`config.mk`:
```
export PLATFORM = sky130hd
export DESIGN_NAME = key_slot_rotation_manager
export DESIGN_NICKNAME = d
export VERILOG_FILES = /design/src/hdl/krm_pkg.sv /design/src/hdl/krm_csr.sv /design/src/hdl/krm_ctrl.sv /design/src/hdl/krm_dp.sv /design/src/hdl/key_slot_rotation_manager.sv
export SDC_FILE = /design/constraint.sdc
export NUM_CORES = 2
export LEC_CHECK = 0
export ABC_AREA = 1
export ABC_CLOCK_PERIOD_IN_PS = 22200
export BUFFER_PORTS_ARGS = -buffer_cell sky130_fd_sc_hd__buf_4
export CORE_MARGIN = 8
export CORE_UTILIZATION = 37
export DETAILED_ROUTE_END_ITERATION = 10
export PLACE_DENSITY = 0.63
export SLEW_MARGIN = 15
export SYNTH_ARGS = -nofsm -noshare
export SYNTH_HDL_FRONTEND = slang
export SYNTH_SLANG_ARGS = --single-unit
```
`constraint.sdc`:
```
create_clock -name clock -period 22.2 [get_ports clock]
set_input_delay 3.33 -clock clock [delete_from_list [all_inputs] [get_ports clock]]
set_output_delay 3.33 -clock clock [all_outputs]
set_load 0.02 [all_outputs]
```
`src/hdl/krm_pkg.sv`:
```
// Shared types, widths and codes for the key slot rotation manager.
package krm_pkg;

   localparam int SLOT_COUNT_DEF = 8;
   localparam int KEY_BITS_DEF   = 64;

   localparam int CMD_W      = 3;
   localparam int TIME_W     = 32;
   localparam int SEL_W      = 8;
   localparam int KEY_W      = 64;
   localparam int STATUS_W   = 3;
   localparam int SLOT_OUT_W = 3;
   localparam int CLEAN_W    = 4;
   localparam int TOTAL_W    = 32;
   localparam int REQ_DATA_W = 112;
   localparam int RSP_DATA_W = 104;
   localparam int CSR_ADDR_W = 3;
   localparam int CSR_DATA_W = 32;

   localparam logic [TIME_W-1:0] ROT_PERIOD_RST = 32'd3600;
   localparam logic [TIME_W-1:0] MAX_AGE_RST    = 32'd86400;

   localparam logic REG_ROT_PERIOD = 1'b0;
   localparam logic REG_MAX_AGE    = 1'b1;

   typedef enum logic [CMD_W-1:0] {
      CMD_CHECK    = 3'd0,
      CMD_ROTATE   = 3'd1,
      CMD_GET_CUR  = 3'd2,
      CMD_GET_SLOT = 3'd3,
      CMD_CLEANUP  = 3'd4,
      CMD_INIT     = 3'd5
   } cmd_type;

   typedef enum logic [STATUS_W-1:0] {
      RSP_OK        = 3'd0,
      RSP_NO_ROTATE = 3'd1,
      RSP_ROTATED   = 3'd2,
      RSP_INACTIVE  = 3'd3,
      RSP_EXPIRED   = 3'd4,
      RSP_BAD_SLOT  = 3'd5
   } status_type;

   typedef enum logic [1:0] {
      FSM_IDLE,
      FSM_READ,
      FSM_SWEEP,
      FSM_EXEC
   } fsm_type;

   typedef struct packed {
      logic capture;
      logic sweep_step;
      logic commit;
   } ctl_cmd_type;

   typedef struct packed {
      logic is_cleanup;
      logic sweep_last;
      logic out_free;
   } dp_stat_type;

endpackage

```
`src/hdl/krm_csr.sv`:
```
// Configuration registers behind the APB-style port.
module krm_csr (
   input  logic                                clock,
   input  logic                                reset,
   input  logic                                csr_psel,
   input  logic                                csr_penable,
   input  logic                                csr_pwrite,
   input  logic [krm_pkg::CSR_ADDR_W-1:0]      csr_paddr,
   input  logic [krm_pkg::CSR_DATA_W-1:0]      csr_pwdata,
   output logic [krm_pkg::CSR_DATA_W-1:0]      csr_prdata,
   output logic                                csr_pready,
   output logic [krm_pkg::TIME_W-1:0]          rot_period,
   output logic [krm_pkg::TIME_W-1:0]          max_age
);

   logic [krm_pkg::TIME_W-1:0] rot_period_ff, rot_period_in;
   logic [krm_pkg::TIME_W-1:0] max_age_ff, max_age_in;
   logic                       wr_en;

   assign csr_pready = 1'b1;
   assign wr_en      = csr_psel & csr_penable & csr_pwrite & csr_pready;

   always_comb begin
      rot_period_in = rot_period_ff;
      max_age_in    = max_age_ff;
      if (wr_en) begin
         if (csr_paddr[2] == krm_pkg::REG_MAX_AGE) begin
            max_age_in = csr_pwdata;
         end else begin
            rot_period_in = csr_pwdata;
         end
      end
   end

   always_ff @(posedge clock) begin
      if (reset) begin
         rot_period_ff <= krm_pkg::ROT_PERIOD_RST;
         max_age_ff    <= krm_pkg::MAX_AGE_RST;
      end else begin
         rot_period_ff <= rot_period_in;
         max_age_ff    <= max_age_in;
      end
   end

   assign csr_prdata = (csr_paddr[2] == krm_pkg::REG_MAX_AGE) ? max_age_ff : rot_period_ff;
   assign rot_period = rot_period_ff;
   assign max_age    = max_age_ff;

endmodule

```
`src/hdl/krm_ctrl.sv`:
```
// Command sequencer: accept, slot read, cleanup walk, commit.
module krm_ctrl (
   input  logic                  clock,
   input  logic                  reset,
   input  logic                  req_tvalid,
   output logic                  req_tready,
   input  krm_pkg::dp_stat_type  stat,
   output krm_pkg::ctl_cmd_type  cmd
);

   krm_pkg::fsm_type state_ff, state_in;

   always_ff @(posedge clock) begin
      if (reset) begin
         state_ff <= krm_pkg::FSM_IDLE;
      end else begin
         state_ff <= state_in;
      end
   end

   always_comb begin
      state_in   = state_ff;
      req_tready = 1'b0;
      cmd        = '0;
      case (state_ff)
         krm_pkg::FSM_IDLE: begin
            req_tready  = 1'b1;
            cmd.capture = req_tvalid;
            if (req_tvalid) begin
               state_in = krm_pkg::FSM_READ;
            end
         end
         krm_pkg::FSM_READ: begin
            state_in = stat.is_cleanup ? krm_pkg::FSM_SWEEP : krm_pkg::FSM_EXEC;
         end
         krm_pkg::FSM_SWEEP: begin
            cmd.sweep_step = 1'b1;
            if (stat.sweep_last) begin
               state_in = krm_pkg::FSM_EXEC;
            end
         end
         krm_pkg::FSM_EXEC: begin
            if (stat.out_free) begin
               cmd.commit = 1'b1;
               state_in   = krm_pkg::FSM_IDLE;
            end
         end
         default: begin
            state_in = krm_pkg::FSM_IDLE;
         end
      endcase
   end

endmodule

```
`src/hdl/krm_dp.sv`:
```
// Slot store, slot flags, decision logic and result register.
module krm_dp #(
   parameter int SLOT_COUNT = krm_pkg::SLOT_COUNT_DEF,
   parameter int KEY_BITS   = krm_pkg::KEY_BITS_DEF
) (
   input  logic                              clock,
   input  logic                              reset,
   input  logic [krm_pkg::REQ_DATA_W-1:0]    req_tdata,
   input  logic [krm_pkg::CMD_W-1:0]         req_tuser,
   output logic                              rsp_tvalid,
   input  logic                              rsp_tready,
   output logic [krm_pkg::RSP_DATA_W-1:0]    rsp_tdata,
   output logic [krm_pkg::STATUS_W-1:0]      rsp_tuser,
   input  logic [krm_pkg::TIME_W-1:0]        rot_period,
   input  logic [krm_pkg::TIME_W-1:0]        max_age,
   input  krm_pkg::ctl_cmd_type              cmd,
   output krm_pkg::dp_stat_type              stat
);

   localparam int SW     = $clog2(SLOT_COUNT);
   localparam int CNTW   = $clog2(SLOT_COUNT + 1);
   localparam int TW     = krm_pkg::TIME_W;
   localparam int SELW   = krm_pkg::SEL_W;
   localparam int KW     = krm_pkg::KEY_W;
   localparam int MEM_W  = KEY_BITS + TW + TW + 1;
   localparam int CRE_LO = KEY_BITS;
   localparam int EXP_LO = KEY_BITS + TW;
   localparam logic [SW-1:0] LAST_IDX = SW'(SLOT_COUNT - 1);
   localparam int PAD_W  = krm_pkg::RSP_DATA_W - krm_pkg::SLOT_OUT_W - KW
                           - krm_pkg::CLEAN_W - krm_pkg::TOTAL_W;

   // captured request
   krm_pkg::cmd_type      cmd_ff;
   logic [TW-1:0]         now_ff;
   logic                  force_ff;
   logic [SELW-1:0]       sel_ff;
   logic [KEY_BITS-1:0]   fresh_ff;

   // slot store
   logic [MEM_W-1:0]      mem [SLOT_COUNT];
   logic [MEM_W-1:0]      rd_data_ff;
   logic [SW-1:0]         rd_addr;
   logic                  wr_en;
   logic [SW-1:0]         wr_addr;
   logic [MEM_W-1:0]      wr_data;

   // control state
   logic [SW-1:0]         cur_ff, cur_in;
   logic [TW-1:0]         last_rot_ff, last_rot_in;
   logic [krm_pkg::TOTAL_W-1:0] total_ff, total_in;
   logic [SLOT_COUNT-1:0] active_ff, active_in;
   logic [SLOT_COUNT-1:0] depr_ff, depr_in;
   logic [SW-1:0]         idx_ff, idx_in;
   logic [CNTW-1:0]       cleaned_ff, cleaned_in;

   // result register
   logic                  rsp_valid_ff, rsp_valid_in;
   krm_pkg::status_type   rsp_status_ff;
   logic [krm_pkg::SLOT_OUT_W-1:0] rsp_slot_ff;
   logic [KW-1:0]         rsp_key_ff;
   logic [krm_pkg::CLEAN_W-1:0]    rsp_cleaned_ff;

   // decision
   logic [KEY_BITS-1:0]   rd_key;
   logic [TW-1:0]         rd_created;
   logic [TW:0]           rd_expiry;
   logic [SW-1:0]         sel_idx;
   logic                  sel_ok;
   logic [SW-1:0]         nxt_slot;
   logic [SW-1:0]         next_idx;
   logic                  rot_due;
   logic                  age_due;
   logic                  now_past;
   logic                  sweep_clear;
   logic                  take;
   logic                  do_init;
   krm_pkg::status_type   res_status;
   logic [SELW-1:0]       res_slot;
   logic [KW-1:0]         res_key;
   logic [SELW-1:0]       cleaned_wide;

   assign rd_key     = rd_data_ff[KEY_BITS-1:0];
   assign rd_created = rd_data_ff[CRE_LO +: TW];
   assign rd_expiry  = rd_data_ff[EXP_LO +: TW + 1];
   assign sel_idx    = sel_ff[SW-1:0];
   assign sel_ok     = sel_ff < SELW'(SLOT_COUNT);
   assign nxt_slot   = (cur_ff == LAST_IDX) ? '0 : cur_ff + 1'b1;
   assign next_idx   = (idx_ff == LAST_IDX) ? '0 : idx_ff + 1'b1;
   assign rot_due    = (now_ff - last_rot_ff) >= rot_period;
   assign age_due    = active_ff[cur_ff] && ((now_ff - rd_created) >= max_age);
   assign now_past   = {1'b0, now_ff} > rd_expiry;
   assign sweep_clear = active_ff[idx_ff] && (idx_ff != cur_ff) && depr_ff[idx_ff]
                        && now_past;

   always_comb begin
      if (cmd.sweep_step) begin
         rd_addr = next_idx;
      end else if (cmd_ff == krm_pkg::CMD_CLEANUP) begin
         rd_addr = idx_ff;
      end else if (cmd_ff == krm_pkg::CMD_GET_SLOT) begin
         rd_addr = sel_idx;
      end else begin
         rd_addr = cur_ff;
      end
   end

   always_comb begin
      take       = 1'b0;
      do_init    = 1'b0;
      res_status = krm_pkg::RSP_OK;
      res_slot   = '0;
      res_key    = '0;
      case (cmd_ff)
         krm_pkg::CMD_CHECK: begin
            if (rot_due || age_due) begin
               take = 1'b1;
            end else begin
               res_status = krm_pkg::RSP_NO_ROTATE;
               res_slot   = SELW'(cur_ff);
            end
         end
         krm_pkg::CMD_ROTATE: begin
            if (!force_ff && !rot_due) begin
               res_status = krm_pkg::RSP_NO_ROTATE;
               res_slot   = SELW'(cur_ff);
            end else begin
               take = 1'b1;
            end
         end
         krm_pkg::CMD_GET_CUR: begin
            res_slot = SELW'(cur_ff);
            if (!active_ff[cur_ff]) begin
               res_status = krm_pkg::RSP_INACTIVE;
            end else begin
               res_key = KW'(rd_key);
            end
         end
         krm_pkg::CMD_GET_SLOT: begin
            if (!sel_ok) begin
               res_status = krm_pkg::RSP_BAD_SLOT;
            end else begin
               res_slot = sel_ff;
               if (!active_ff[sel_idx]) begin
                  res_status = krm_pkg::RSP_INACTIVE;
               end else if (now_past) begin
                  res_status = krm_pkg::RSP_EXPIRED;
               end else begin
                  res_key = KW'(rd_key);
               end
            end
         end
         krm_pkg::CMD_INIT: begin
            do_init = 1'b1;
         end
         default: begin
         end
      endcase
      if (take) begin
         res_status = krm_pkg::RSP_ROTATED;
         res_slot   = SELW'(nxt_slot);
      end
   end

   always_comb begin
      cur_in     = cur_ff;
      last_rot_in = last_rot_ff;
      total_in   = total_ff;
      active_in  = active_ff;
      depr_in    = depr_ff;
      idx_in     = idx_ff;
      cleaned_in = cleaned_ff;
      if (cmd.capture) begin
         idx_in     = '0;
         cleaned_in = '0;
      end
      if (cmd.sweep_step) begin
         idx_in = next_idx;
         if (sweep_clear) begin
            active_in[idx_ff] = 1'b0;
            depr_in[idx_ff]   = 1'b0;
            cleaned_in        = cleaned_ff + 1'b1;
         end
      end
      if (cmd.commit && take) begin
         if (active_ff[cur_ff]) begin
            depr_in[cur_ff] = 1'b1;
         end
         active_in[nxt_slot] = 1'b1;
         depr_in[nxt_slot]   = 1'b0;
         cur_in              = nxt_slot;
         last_rot_in         = now_ff;
         total_in            = (total_ff == '1) ? total_ff : total_ff + 1'b1;
      end
      if (cmd.commit && do_init) begin
         active_in    = '0;
         active_in[0] = 1'b1;
         depr_in      = '0;
         cur_in       = '0;
         last_rot_in  = now_ff;
         total_in     = '0;
      end
   end

   assign rsp_valid_in = cmd.commit | (rsp_valid_ff & ~rsp_tready);

   always_ff @(posedge clock) begin
      if (reset) begin
         cur_ff       <= '0;
         last_rot_ff  <= '0;
         total_ff     <= '0;
         active_ff    <= '0;
         depr_ff      <= '0;
         idx_ff       <= '0;
         cleaned_ff   <= '0;
         rsp_valid_ff <= 1'b0;
      end else begin
         cur_ff       <= cur_in;
         last_rot_ff  <= last_rot_in;
         total_ff     <= total_in;
         active_ff    <= active_in;
         depr_ff      <= depr_in;
         idx_ff       <= idx_in;
         cleaned_ff   <= cleaned_in;
         rsp_valid_ff <= rsp_valid_in;
      end
   end

   always_ff @(posedge clock) begin
      if (cmd.capture) begin
         cmd_ff   <= krm_pkg::cmd_type'(req_tuser);
         now_ff   <= req_tdata[TW-1:0];
         force_ff <= req_tdata[TW];
         sel_ff   <= req_tdata[TW+1 +: SELW];
         fresh_ff <= req_tdata[TW+1+SELW +: KEY_BITS];
      end
   end

   assign cleaned_wide = SELW'(cleaned_ff);

   always_ff @(posedge clock) begin
      if (cmd.commit) begin
         rsp_status_ff  <= res_status;
         rsp_slot_ff    <= res_slot[krm_pkg::SLOT_OUT_W-1:0];
         rsp_key_ff     <= res_key;
         rsp_cleaned_ff <= (cmd_ff == krm_pkg::CMD_CLEANUP)
                           ? cleaned_wide[krm_pkg::CLEAN_W-1:0] : '0;
      end
   end

   assign wr_en   = cmd.commit & (take | do_init);
   assign wr_addr = do_init ? '0 : nxt_slot;
   assign wr_data = {{1'b0, now_ff} + {1'b0, max_age}, now_ff, fresh_ff};

   always_ff @(posedge clock) begin
      if (wr_en) begin
         mem[wr_addr] <= wr_data;
      end
      rd_data_ff <= mem[rd_addr];
   end

   assign stat.is_cleanup = (cmd_ff == krm_pkg::CMD_CLEANUP);
   assign stat.sweep_last = (idx_ff == LAST_IDX);
   assign stat.out_free   = ~rsp_valid_ff | rsp_tready;

   assign rsp_tvalid = rsp_valid_ff;
   assign rsp_tuser  = rsp_status_ff;
   assign rsp_tdata  = {{PAD_W{1'b0}}, total_ff, rsp_cleaned_ff, rsp_key_ff, rsp_slot_ff};

`ifndef NO_ASSERTIONS
   a_cur_not_deprecated: assert property (@(posedge clock) disable iff (reset)
      !depr_ff[cur_ff])
      else $error("current slot marked deprecated");

   a_deprecated_active: assert property (@(posedge clock) disable iff (reset)
      (depr_ff & ~active_ff) == '0)
      else $error("deprecated slot is not active");

   a_rotate_installs: assert property (@(posedge clock) disable iff (reset)
      cmd.commit && take |=> active_ff[cur_ff] && (total_ff != '0))
      else $error("rotation left current slot inactive or count zero");
`endif

endmodule

```
`src/hdl/key_slot_rotation_manager.sv`:
```
// Top level of the key slot rotation manager.
// Sequence: a command beat is accepted, its slot is read from the slot store, and the result
// beat is registered at commit; cleanup first walks one slot per cycle through the slot store.
// A new command is accepted only after the previous one has committed; a held result beat
// stalls only the commit.
// Reset: all slots inactive, current slot 0, counters zero, rotation_period 3600,
// max_age 86400; the slot store needs no clearing pass.
module key_slot_rotation_manager #(
   parameter int SLOT_COUNT = krm_pkg::SLOT_COUNT_DEF,
   parameter int KEY_BITS   = krm_pkg::KEY_BITS_DEF
) (
   input  logic                              clock,
   input  logic                              reset,
   input  logic                              req_tvalid,
   output logic                              req_tready,
   // now_sec[31:0], force_req[32], slot_sel[40:33], fresh_key[104:41], zero pad
   input  logic [krm_pkg::REQ_DATA_W-1:0]    req_tdata,
   // command[2:0]
   input  logic [krm_pkg::CMD_W-1:0]         req_tuser,
   output logic                              rsp_tvalid,
   input  logic                              rsp_tready,
   // slot_out[2:0], key_out[66:3], cleaned[70:67], rotation_total[102:71], zero pad
   output logic [krm_pkg::RSP_DATA_W-1:0]    rsp_tdata,
   // status[2:0]
   output logic [krm_pkg::STATUS_W-1:0]      rsp_tuser,
   input  logic                              csr_psel,
   input  logic                              csr_penable,
   input  logic                              csr_pwrite,
   input  logic [krm_pkg::CSR_ADDR_W-1:0]    csr_paddr,
   input  logic [krm_pkg::CSR_DATA_W-1:0]    csr_pwdata,
   output logic [krm_pkg::CSR_DATA_W-1:0]    csr_prdata,
   output logic                              csr_pready
);

   logic [krm_pkg::TIME_W-1:0] rot_period;
   logic [krm_pkg::TIME_W-1:0] max_age;
   krm_pkg::ctl_cmd_type       cmd;
   krm_pkg::dp_stat_type       stat;

   krm_csr u_csr (
      .clock       (clock),
      .reset       (reset),
      .csr_psel    (csr_psel),
      .csr_penable (csr_penable),
      .csr_pwrite  (csr_pwrite),
      .csr_paddr   (csr_paddr),
      .csr_pwdata  (csr_pwdata),
      .csr_prdata  (csr_prdata),
      .csr_pready  (csr_pready),
      .rot_period  (rot_period),
      .max_age     (max_age)
   );

   krm_ctrl u_ctrl (
      .clock      (clock),
      .reset      (reset),
      .req_tvalid (req_tvalid),
      .req_tready (req_tready),
      .stat       (stat),
      .cmd        (cmd)
   );

   krm_dp #(
      .SLOT_COUNT (SLOT_COUNT),
      .KEY_BITS   (KEY_BITS)
   ) u_dp (
      .clock      (clock),
      .reset      (reset),
      .req_tdata  (req_tdata),
      .req_tuser  (req_tuser),
      .rsp_tvalid (rsp_tvalid),
      .rsp_tready (rsp_tready),
      .rsp_tdata  (rsp_tdata),
      .rsp_tuser  (rsp_tuser),
      .rot_period (rot_period),
      .max_age    (max_age),
      .cmd        (cmd),
      .stat       (stat)
   );

endmodule
```
==> run_results.csv <==
group,metric,value,unit
outcome,run_status,"complete, no violations",
pwr,switching_share,0.350,
logic_synthesis,post_synth_inst_count,5808,
clock_tree,clkTransAtPathRegs,0.07,ns
logic_synthesis,synth_common_cells,"sky130_fd_sc_hd__edfxtp_1, sky130_fd_sc_hd__nor2_1, sky130_fd_sc_hd__o21ai_0, sky130_fd_sc_hd__nand2_1, sky130_fd_sc_hd__inv_1",
clock_tree,ctsHtreeMaxLevel,4,
logic_synthesis,synth.most_common_cell,"sky130_fd_sc_hd__edfxtp_1",
die,height_of_the_die,431,um
routing,drt-wirelength-per-cell,19.3,um
clock_tree,cts_root_buffer,"sky130_fd_sc_hd__clkbuf_16",
routing,routed_wl,164000,um
global_routing,grt.total_usage,0.170,
worst_setup_path,critPathMaxFanout,53,
flow_run,maxcap_viol_count,0,
timing,timing.final.crit_share,0.366,
clock_tree,cts-root-to-sink-buffers,3,
timing,finalWorstPathRequiredPeriod,8.13,ns
routing,avgViaCountPerCell,5.06,
clock_tree,cts-resized-gates,0,
timing,fin_worst_skew,0.0541,ns
layout,final_net_count,6397,
pwr,total_leakage_power,26.9,nW
worst_setup_path,critical-path-top-delay-family,"simple AND/OR/NAND/NOR gates",
logic_synthesis,synth.top_cell.area_share,0.571,
routing,drcViolationCount,0,
routing,via_count,42900,
clock_tree,cts-hold-fix-buffers,0,
placed_design,placement.io_buffers,287,
pwr,vdd_drop_max,0.0826,mV
layout,final_core_util,0.428,
global_routing,grt_max_degree,197,
logic_synthesis,synth_top_flop_cell,"sky130_fd_sc_hd__edfxtp_1",
global_routing,first_global_vias,42000,
timing,setup_violations,0,
logic_synthesis,synth.area.top_cells,"sky130_fd_sc_hd__edfxtp_1, sky130_fd_sc_hd__dfxtp_1, sky130_fd_sc_hd__o21ai_0",
pwr,share_clk_of_total_power,0.296,
worst_setup_path,crit_path_end_kind,"register",
worst_setup_path,timing.critical_path.from_type,"register",
clock_tree,clock_latency_on_the_worst_skew_pair,0.80,ns
placed_design,dp_hpwl,97600,um
layout,final_layout_size_suffix_gt1_frac,0.0985,
pwr,sequentialPowerShare,0.400,
clock_tree,tritoncts,"yes",
worst_setup_path,worstPathBufferInverterCount,4,
routing,route.antenna.remaining_nets,0,
logic_synthesis,synth.avg_cell_area,11.0,sq um
timing,worstMarginPinSlew,1.10,ns
layout,area_growth,15.0,%
worst_setup_path,timing.critical_path.arrival,8.54,ns
worst_setup_path,cp_common_cell,"sky130_fd_sc_hd__nand2_1",
logic_synthesis,synthesis.area,0.0638,sq mm
timing,report.final.slew_viol_count,0,
die,fp.coreArea,0.172,sq mm
global_routing,grt_first_pass_wirelength,248000,um
logic_synthesis,synth_edf_count,1214,
worst_setup_path,timing.setup.critical_path_class,"register to register",
timing,rsz0062_at_grt,"false",
timing,final.hold.worst_slack,0.470,ns
worst_setup_path,cp_required,22.61,ns
worst_setup_path,worst_path_max_delay_cell,"sky130_fd_sc_hd__buf_4",
logic_synthesis,post-synth-top-area-cell,"sky130_fd_sc_hd__edfxtp_1",
clock_tree,cts_sinks,1500,
logic_synthesis,count_of_synthesis_stage_warnings_from_yosys,0,
die,top_level_ports,299,
timing,finalHoldViolCount,0,
timing,worst_slew_margin_rel,0.265,
clock_tree,cts.repair_timing.setup_buffer_count,0,
placed_design,gpl.final_weighted_congestion,0.893,
logic_synthesis,sequential_cell_area_fraction_in_the_yosys_report,0.661,
logic_synthesis,proportion_of_synthesized_flip_flops_having_asynchronous_set_or_reset,0,
pwr,power.density_cell_area,122,mW/mm^2
pwr,power.internal,5.84,mW
hold_path,hp-class,"register to register",
die,start_util,0.372,
worst_setup_path,critical-path-max-stage-delay,0.88,ns
logic_synthesis,synth.lib_cells_used.distinct,59,
routing,drt_pre_antenna_iters,5,
logic_synthesis,number_of_synthesized_register_bits,1500,
die,floorplan.die_area,0.186,sq mm
clock_tree,cts_bufs_inserted,160,
die,core.rowCount,152,
routing,detail_route.iter0.violations,3306,
global_routing,congestion_overflow_gr,0,
timing,fin_setup_tns,0,ns
timing,fmax,123,MHz
logic_synthesis,mappedNetlistNets,6168,
die,die_w,431,um
pwr,power.share.combinational,0.303,
global_routing,antenna_found_initial,3,
pwr,net_sw_power,3.14,mW
==> tightest hold or removal path: cells and delay by family, from the launching register on <==
family	cells	cell delay [ns]
simple gates	1	0.06
flops	1	0.31
compound gates	1	0.05
==> metrics by stage <==
stage,power [mW],cells,setup slack (ns),area (sq um)
after floorplan,5.59,5808,11.49,63800
after global placement,6.32,8185,13.97,68100
after detailed placement,6.37,8185,13.93,68100
after CTS,9.07,8484,13.90,73400
after global routing,9.55,8486,13.44,73400
final,8.98,8486,14.07,73400
==> layout by cell type (no fill, tap or decap), types with 4 or more instances in the layout <==
cell type                    Yosys  layout
sky130_fd_sc_hd__edfxtp_1     1214    1214
sky130_fd_sc_hd__nor2_1        813     813
sky130_fd_sc_hd__o21ai_0       670     670
sky130_fd_sc_hd__nand2_1       650     650
sky130_fd_sc_hd__inv_1         563     554
sky130_fd_sc_hd__buf_4          19     333
sky130_fd_sc_hd__dfxtp_1       286     286
sky130_fd_sc_hd__a21oi_1       274     274
sky130_fd_sc_hd__o22ai_1       258     258
sky130_fd_sc_hd__ha_1          200     200
sky130_fd_sc_hd__clkbuf_16       0     162
sky130_fd_sc_hd__o21ai_1       157     157
sky130_fd_sc_hd__xor2_1         92      92
sky130_fd_sc_hd__nand3_1        80      80
sky130_fd_sc_hd__nand4_1        57      57
sky130_fd_sc_hd__nor3_1         56      56
sky130_fd_sc_hd__clkbuf_1      136      48
sky130_fd_sc_hd__xnor2_1        31      31
sky130_fd_sc_hd__clkinv_1        5      25
sky130_fd_sc_hd__clkinv_2        0      25
sky130_fd_sc_hd__nor4_1         19      19
sky130_fd_sc_hd__inv_6           0      15
sky130_fd_sc_hd__a21o_1         14      14
sky130_fd_sc_hd__bufinv_16       0      13
sky130_fd_sc_hd__o21a_1         10      10
sky130_fd_sc_hd__a31oi_1        10      10
sky130_fd_sc_hd__o21bai_1       10      10
sky130_fd_sc_hd__o211ai_1       10      10
sky130_fd_sc_hd__clkbuf_8        0       8
sky130_fd_sc_hd__inv_2           8       7
sky130_fd_sc_hd__buf_12          0       5
sky130_fd_sc_hd__a221oi_1        4       4
sky130_fd_sc_hd__clkinv_16       0       4
sky130_fd_sc_hd__clkinvlp_4      0       4
sky130_fd_sc_hd__inv_16          0       4
==> routing by layer <==
layer,vias to the layer above,share of wire,global-route usage
met3,240,0.053,0.0296
met2,1132,0.47,0.285
li1,20800,-,-
met1,20800,0.45,0.228
met4,0,0.022,0.0467
met5,-,0,0
==> power by group through the flow <==
stage | combinational (mW) | sequential [mW] | clock, mW
after floorplan | 1.99 | 3.60 | 0
after global placement | 2.67 | 3.64 | 0
after detailed placement | 2.72 | 3.65 | 0
after CTS | 2.74 | 3.60 | 2.73
after global routing | 3.10 | 3.62 | 2.83
final | 2.72 | 3.60 | 2.66
==> final cells by class <==
type | instances | area [sq um]
fillers | 16100 | 98100
flip-flops and latches | 1500 | 42200
multi-input cells | 3461 | 18200
clock buffers | 218 | 4340
well taps | 2310 | 2890
repair buffers | 338 | 2600
inverters | 576 | 2220
clock inverters | 81 | 932
diodes | 2 | 5.00
==> kinds of logic (layout without fill, tap and decap cells) <==
family	Yosys count	after routing	synth area share
AO/OA/AOI/OAI	1436	1436	0.121
XOR/XNOR	123	123	0.0169
adder cells (fa/ha/maj)	203	203	0.0401
buffers and inverters	847	1213	0.0540
flip-flops	1500	1500	0.661
other	2	4	0.000118
AND/OR/NAND/NOR	1697	1697	0.107
==> sequential cells by signal (all words and copies together) (netlist names) <==
signal,count
u_dp.cmd_ff,3
u_dp.idx_ff,3
u_dp.cur_ff,3
u_dp.last_rot_ff,32
u_dp.mem,1032
u_dp.sel_ff,8
u_dp.rsp_key_ff,64
u_csr.rot_period,32
u_dp.fresh_ff,64
u_dp.total_ff,32
u_ctrl.state_ff,2
u_dp.rsp_tvalid,1
u_dp.force_ff,1
u_dp.active_ff,8
u_csr.max_age,32
u_dp.rsp_cleaned_ff,4
u_dp.rd_data_ff,129
u_dp.rsp_slot_ff,3
u_dp.now_ff,32
u_dp.depr_ff,8
u_dp.rsp_tuser,3
u_dp.cleaned_ff,4
==> final timing paths <==
kind	startpoint	endpoint	slack, ns	cells after the start
setup / recovery	u_dp.now_ff[2]	u_dp.mem[4][97]	14.07	25
hold / removal	u_dp.active_ff[6]	u_dp.active_ff[6]	0.47	2
setup reg to reg	u_dp.now_ff[2]	u_dp.mem[4][97]	14.07	25
hold reg to reg	u_dp.active_ff[6]	u_dp.active_ff[6]	0.47	2
Note: power is estimated with default switching activity, not from simulation.
